--- src/hw/rtl/cfinor_pkg.sv ---
// Package for the CFI-style NOR flash command model: modes, command bytes,
// query offsets, controller states and the decoder result struct.
// Depends on nothing; every other file of the block uses it.
`default_nettype none

package cfinor_pkg;

  localparam int unsigned ADDR_BITS_DEF  = 16;
  localparam int unsigned BLOCK_BITS_DEF = 12;

  localparam int unsigned BUS_ADDR_W = 16;
  localparam int unsigned DATA_W     = 8;
  localparam int unsigned MODE_W     = 3;

  typedef enum logic [MODE_W-1:0] {
    MODE_ARRAY  = 3'd0,
    MODE_QUERY  = 3'd1,
    MODE_STATUS = 3'd2,
    MODE_ERASE  = 3'd3,
    MODE_PROG   = 3'd4
  } mode_e;

  typedef enum logic [1:0] {
    ST_CLEAR,
    ST_IDLE,
    ST_EXEC,
    ST_SWEEP
  } state_e;

  // Command bytes.
  localparam logic [7:0] CMD_READ_ARRAY  = 8'hFF;
  localparam logic [7:0] CMD_QUERY       = 8'h98;
  localparam logic [7:0] CMD_READ_STATUS = 8'h70;
  localparam logic [7:0] CMD_ERASE_SETUP = 8'h20;
  localparam logic [7:0] CMD_PROG_SETUP  = 8'h40;
  localparam logic [7:0] CMD_CLEAR_STAT  = 8'h50;
  localparam logic [7:0] CMD_CONFIRM     = 8'hD0;

  // Status byte bits.
  localparam logic [7:0] STAT_READY     = 8'h80;
  localparam logic [7:0] STAT_ERASE_ERR = 8'h20;
  localparam logic [7:0] STAT_PROG_ERR  = 8'h10;

  localparam int unsigned ERR_ERASE_BIT = 1;
  localparam int unsigned ERR_PROG_BIT  = 0;

  localparam logic [7:0] ERASED_BYTE = 8'hFF;

  // Query table offsets and fixed bytes.
  localparam logic [7:0] QRY_OFS_Q      = 8'h10;
  localparam logic [7:0] QRY_OFS_R      = 8'h11;
  localparam logic [7:0] QRY_OFS_Y      = 8'h12;
  localparam logic [7:0] QRY_OFS_SIZE   = 8'h27;
  localparam logic [7:0] QRY_OFS_CNT_LO = 8'h2D;
  localparam logic [7:0] QRY_OFS_CNT_HI = 8'h2E;
  localparam logic [7:0] QRY_OFS_UNT_LO = 8'h2F;
  localparam logic [7:0] QRY_OFS_UNT_HI = 8'h30;
  localparam logic [7:0] QRY_CHAR_Q     = 8'h51;
  localparam logic [7:0] QRY_CHAR_R     = 8'h52;
  localparam logic [7:0] QRY_CHAR_Y     = 8'h59;

  typedef struct packed {
    mode_e next_mode;
    logic  clr_err;
    logic  set_erase_err;
    logic  do_prog;
    logic  do_erase;
  } decode_t;

endpackage

`default_nettype wire

--- src/hw/rtl/cfinor_decode.sv ---
// Command decoder: from the current mode and one bus word, works out the next
// mode and which array or status action to take. Depends on cfinor_pkg.
`default_nettype none

module cfinor_decode (
  input  wire cfinor_pkg::mode_e    mode_i,
  input  wire logic                 is_write_i,
  input  wire logic [7:0]           data_i,
  output cfinor_pkg::decode_t       dec_o
);

  always_comb begin
    dec_o               = '0;
    dec_o.next_mode     = mode_i;
    if (is_write_i) begin
      case (mode_i)
        cfinor_pkg::MODE_ERASE: begin
          // Anything but a confirm aborts the erase and flags it.
          if (data_i == cfinor_pkg::CMD_CONFIRM) begin
            dec_o.do_erase = 1'b1;
          end else begin
            dec_o.set_erase_err = 1'b1;
          end
          dec_o.next_mode = cfinor_pkg::MODE_STATUS;
        end
        cfinor_pkg::MODE_PROG: begin
          dec_o.do_prog   = 1'b1;
          dec_o.next_mode = cfinor_pkg::MODE_STATUS;
        end
        default: begin
          case (data_i)
            cfinor_pkg::CMD_READ_ARRAY:  dec_o.next_mode = cfinor_pkg::MODE_ARRAY;
            cfinor_pkg::CMD_QUERY:       dec_o.next_mode = cfinor_pkg::MODE_QUERY;
            cfinor_pkg::CMD_READ_STATUS: dec_o.next_mode = cfinor_pkg::MODE_STATUS;
            cfinor_pkg::CMD_ERASE_SETUP: dec_o.next_mode = cfinor_pkg::MODE_ERASE;
            cfinor_pkg::CMD_PROG_SETUP:  dec_o.next_mode = cfinor_pkg::MODE_PROG;
            cfinor_pkg::CMD_CLEAR_STAT: begin
              dec_o.clr_err   = 1'b1;
              dec_o.next_mode = cfinor_pkg::MODE_ARRAY;
            end
            default: dec_o.next_mode = mode_i;
          endcase
        end
      endcase
    end
  end

endmodule

`default_nettype wire

--- config.mk ---
export PLATFORM = sky130hd
export DESIGN_NAME = cfinor_decode
export DESIGN_NICKNAME = d
export VERILOG_FILES = /design/src/hw/rtl/cfinor_pkg.sv /design/src/hw/rtl/cfinor_decode.sv
export SDC_FILE = /design/constraint.sdc
export NUM_CORES = 1
export LEC_CHECK = 0
export BUFFER_PORTS_ARGS = -buffer_cell sky130_fd_sc_hd__buf_2
export CAP_MARGIN = 20
export CORE_AREA = 2 2 39 41
export DETAILED_ROUTE_END_ITERATION = 6
export DIE_AREA = 0 0 41 43
export PLACE_DENSITY_LB_ADDON = 0.05
export SLEW_MARGIN = 0
export SYNTH_ARGS = -nofsm -noshare
export SYNTH_HDL_FRONTEND = slang
export SYNTH_SLANG_ARGS = --single-unit
--- constraint.sdc ---
create_clock -name vclk -period 2.5
set_input_delay 0.125 -clock vclk [all_inputs]
set_output_delay 0.125 -clock vclk [all_outputs]
set_load 0.05 [all_outputs]
==> results.tsv <==
stage	metric	value	unit
global_routing	grt_max_degree	9	
setup_path	path_common_cell	buf_2	
setup_path	startpoint_type	input port	
pwr	leakagePower	0.000166	µW
pwr	peakVddDrop	0.0000405	V
setup_path	critPathTopFamily	simple AND/OR/NAND/NOR gates	
sta	rsz0062_at_grt	false	
sta	timing.fmax	566	MHz
synth	ys_types	28	
drt	drt-total-wl	878	µm
floorplanning	floorplan.die.height	43	µm
synth	synth_compound_area_share	26.3	%
floorplanning	core	1380	µm²
run_status	status	finished clean	
global_routing	antenna_found_initial	0	
global_routing	grt_pass1_vias	315	
setup_path	worstSetupPathType	input port to output pin	
setup_path	critPathLaunch	data_i[1]	
worst_hold_path	worstHoldStart	is_write_i	
synth	synthSimpleGateAreaFrac	64.9	%
sta	finalSetupViolCount	0	
finish	nNetsFinal	78	
synth	ys.warnings.count	0	
drt	drc	0	
flow_run	cap_violations	0	
synth	synthesis.area	285	µm²
setup_path	worstPathRequired	2.38	ns
drt	detail-route-antenna-nets	0	
finish	final_common_cell	buf_2	
sta	tightest_slew	0.486	ns
finish	nClkBuffers	0	
place	io_buffers	19	
finish	diodes	0	
sta	min_period	1.77	ns
pwr	power_density	158	nW/µm²
finish	drive_above_1_share	35.9	%
sta	tns	0	ns
synth	synth_area_per_cell	6.34	µm²
place	place_hpwl	765	µm
drt	via_per_inst	5.05	
floorplanning	die_area	1760	µm²
finish	final_cell_mix	buf_2, nand2_1, o21ai_0	
synth	seq_area_frac_synth	0	%
setup_path	cp_num_buf_inv	2	
drt	vias	404	
place	place_congestion	0.753	
floorplanning	die_x	41	µm
finish	n_sequential_cell	0	
global_routing	grt_usage	10.3	%
setup_path	crit_path_cell_trace	buf_2 -> or3_4 -> or2_4 -> or3_1 -> a31oi_1 -> buf_2	
finish	final.fill_count	157	
finish	area_delta_synth_final	40.4	%
synth	synth_fp_nets	57	
synth	synth.area.mux_share	0	%
synth	syn_inst	45	
drt	wire_per_inst	11.0	µm
sta	whs	0.691	ns
floorplanning	rows	14	
clock_network	ctsHoldBuffers	0	
finish	seq_area	0	µm²
synth	synthXorXnorAreaFrac	6.14	%
sta	finalHoldViolCount	0	
floorplanning	io_pins	19	
clock_network	post_cts_buffers	0	
sta	fin_crit_sh	70.7	%
global_routing	grt-ovfl-total	0	
synth	synth_top_family_by_area	simple AND/OR/NAND/NOR gates	
setup_path	arrival	1.64	ns
drt	drt_iter0_markers	4	
worst_hold_path	hold_class	input port to output pin	
setup_path	crit_path_end_kind	output pin	
synth	synth_fa_ha_area_share	0	%
clock_network	post_cts_resized	0	
sta	finalMaxSlewViolations	0	
floorplanning	start_util	20.6	%
setup_path	critPathSlowestCell	or3_4	
sta	max_slew_margin	67.3	%
global_routing	grt_first_pass_wirelength	1360	µm
setup_path	critPathMaxFanout	6	
setup_path	critical_path.max_stage_delay	0.41	ns
drt	drt_first_pass_iters	2	
## cell usage after synthesis, drive strengths merged
cell type,instances,area (µm²)
xor2,1,8.76
a21oi,2,10.0
nand4,1,6.26
or4,1,7.51
inv,2,7.51
nor4,3,18.8
nand2b,1,6.26
xnor2,1,8.76
o211ai,2,15.0
or3b,1,8.76
nand2,4,15.0
o21ai,4,20.0
nor2b,3,18.8
nor2,2,7.51
nor3b,1,7.51
a31oi,1,6.26
nand4b,1,8.76
a2bb2oi,1,8.76
or2,2,15.0
a21boi,1,7.51
and3b,1,8.76
and2,1,6.26
or4b,1,10.0
nor3,2,10.0
a211oi,1,7.51
or3,4,30.0
## metrics by stage
stage | util [%] | std cells | setup WS, ns | area (µm²) | power, µW
finish | 28.9 | 80 | 0.732 | 400 | 63.1
global route | 28.9 | 80 | 0.638 | 400 | 69.5
CTS | 28.9 | 80 | 0.722 | 400 | 63.6
detailed placement | 28.9 | 80 | 0.722 | 400 | 63.5
global placement | 28.9 | 80 | 0.733 | 400 | 64.7
floorplan | - | 45 | 0.0882 | 285 | 38.6
## layout make-up
class              instances  area, µm²  area share, %
inverters                  2       7.51           1.88
repair buffers            19       95.1           23.8
multi-input cells         43        278           69.4
well taps                 16       20.0           5.00
## routing by layer
| metal | track usage [%] | vias to the layer above | share of wire [%] |
|---|---|---|---|
| li1 | - | 214 | - |
| met2 | 16.6 | 15 | 46 |
| met4 | 0 | 0 | 0 |
| met3 | 0.524 | 0 | 10 |
| met5 | 0 | - | 0 |
| met1 | 15.5 | 175 | 43 |
## logic make-up (layout without fill, tap and decap cells)
family / Yosys count / in the layout
AO/OA/AOI/OAI: 12 / 12
XOR/XNOR: 2 / 2
buffers and inverters: 2 / 21
AND/OR/NAND/NOR: 29 / 29
## report_power, final
group / switching [µW] / internal (µW)
Sequential: 0 / 0
Combinational: 40.1 / 23.0
Clock: 0 / 0
## final timing paths
| check | to | cells after the start |
|---|---|---|
| max | dec_o[6] | 6 |
| min | dec_o[6] | 3 |
(Power assumes the default switching activity.)
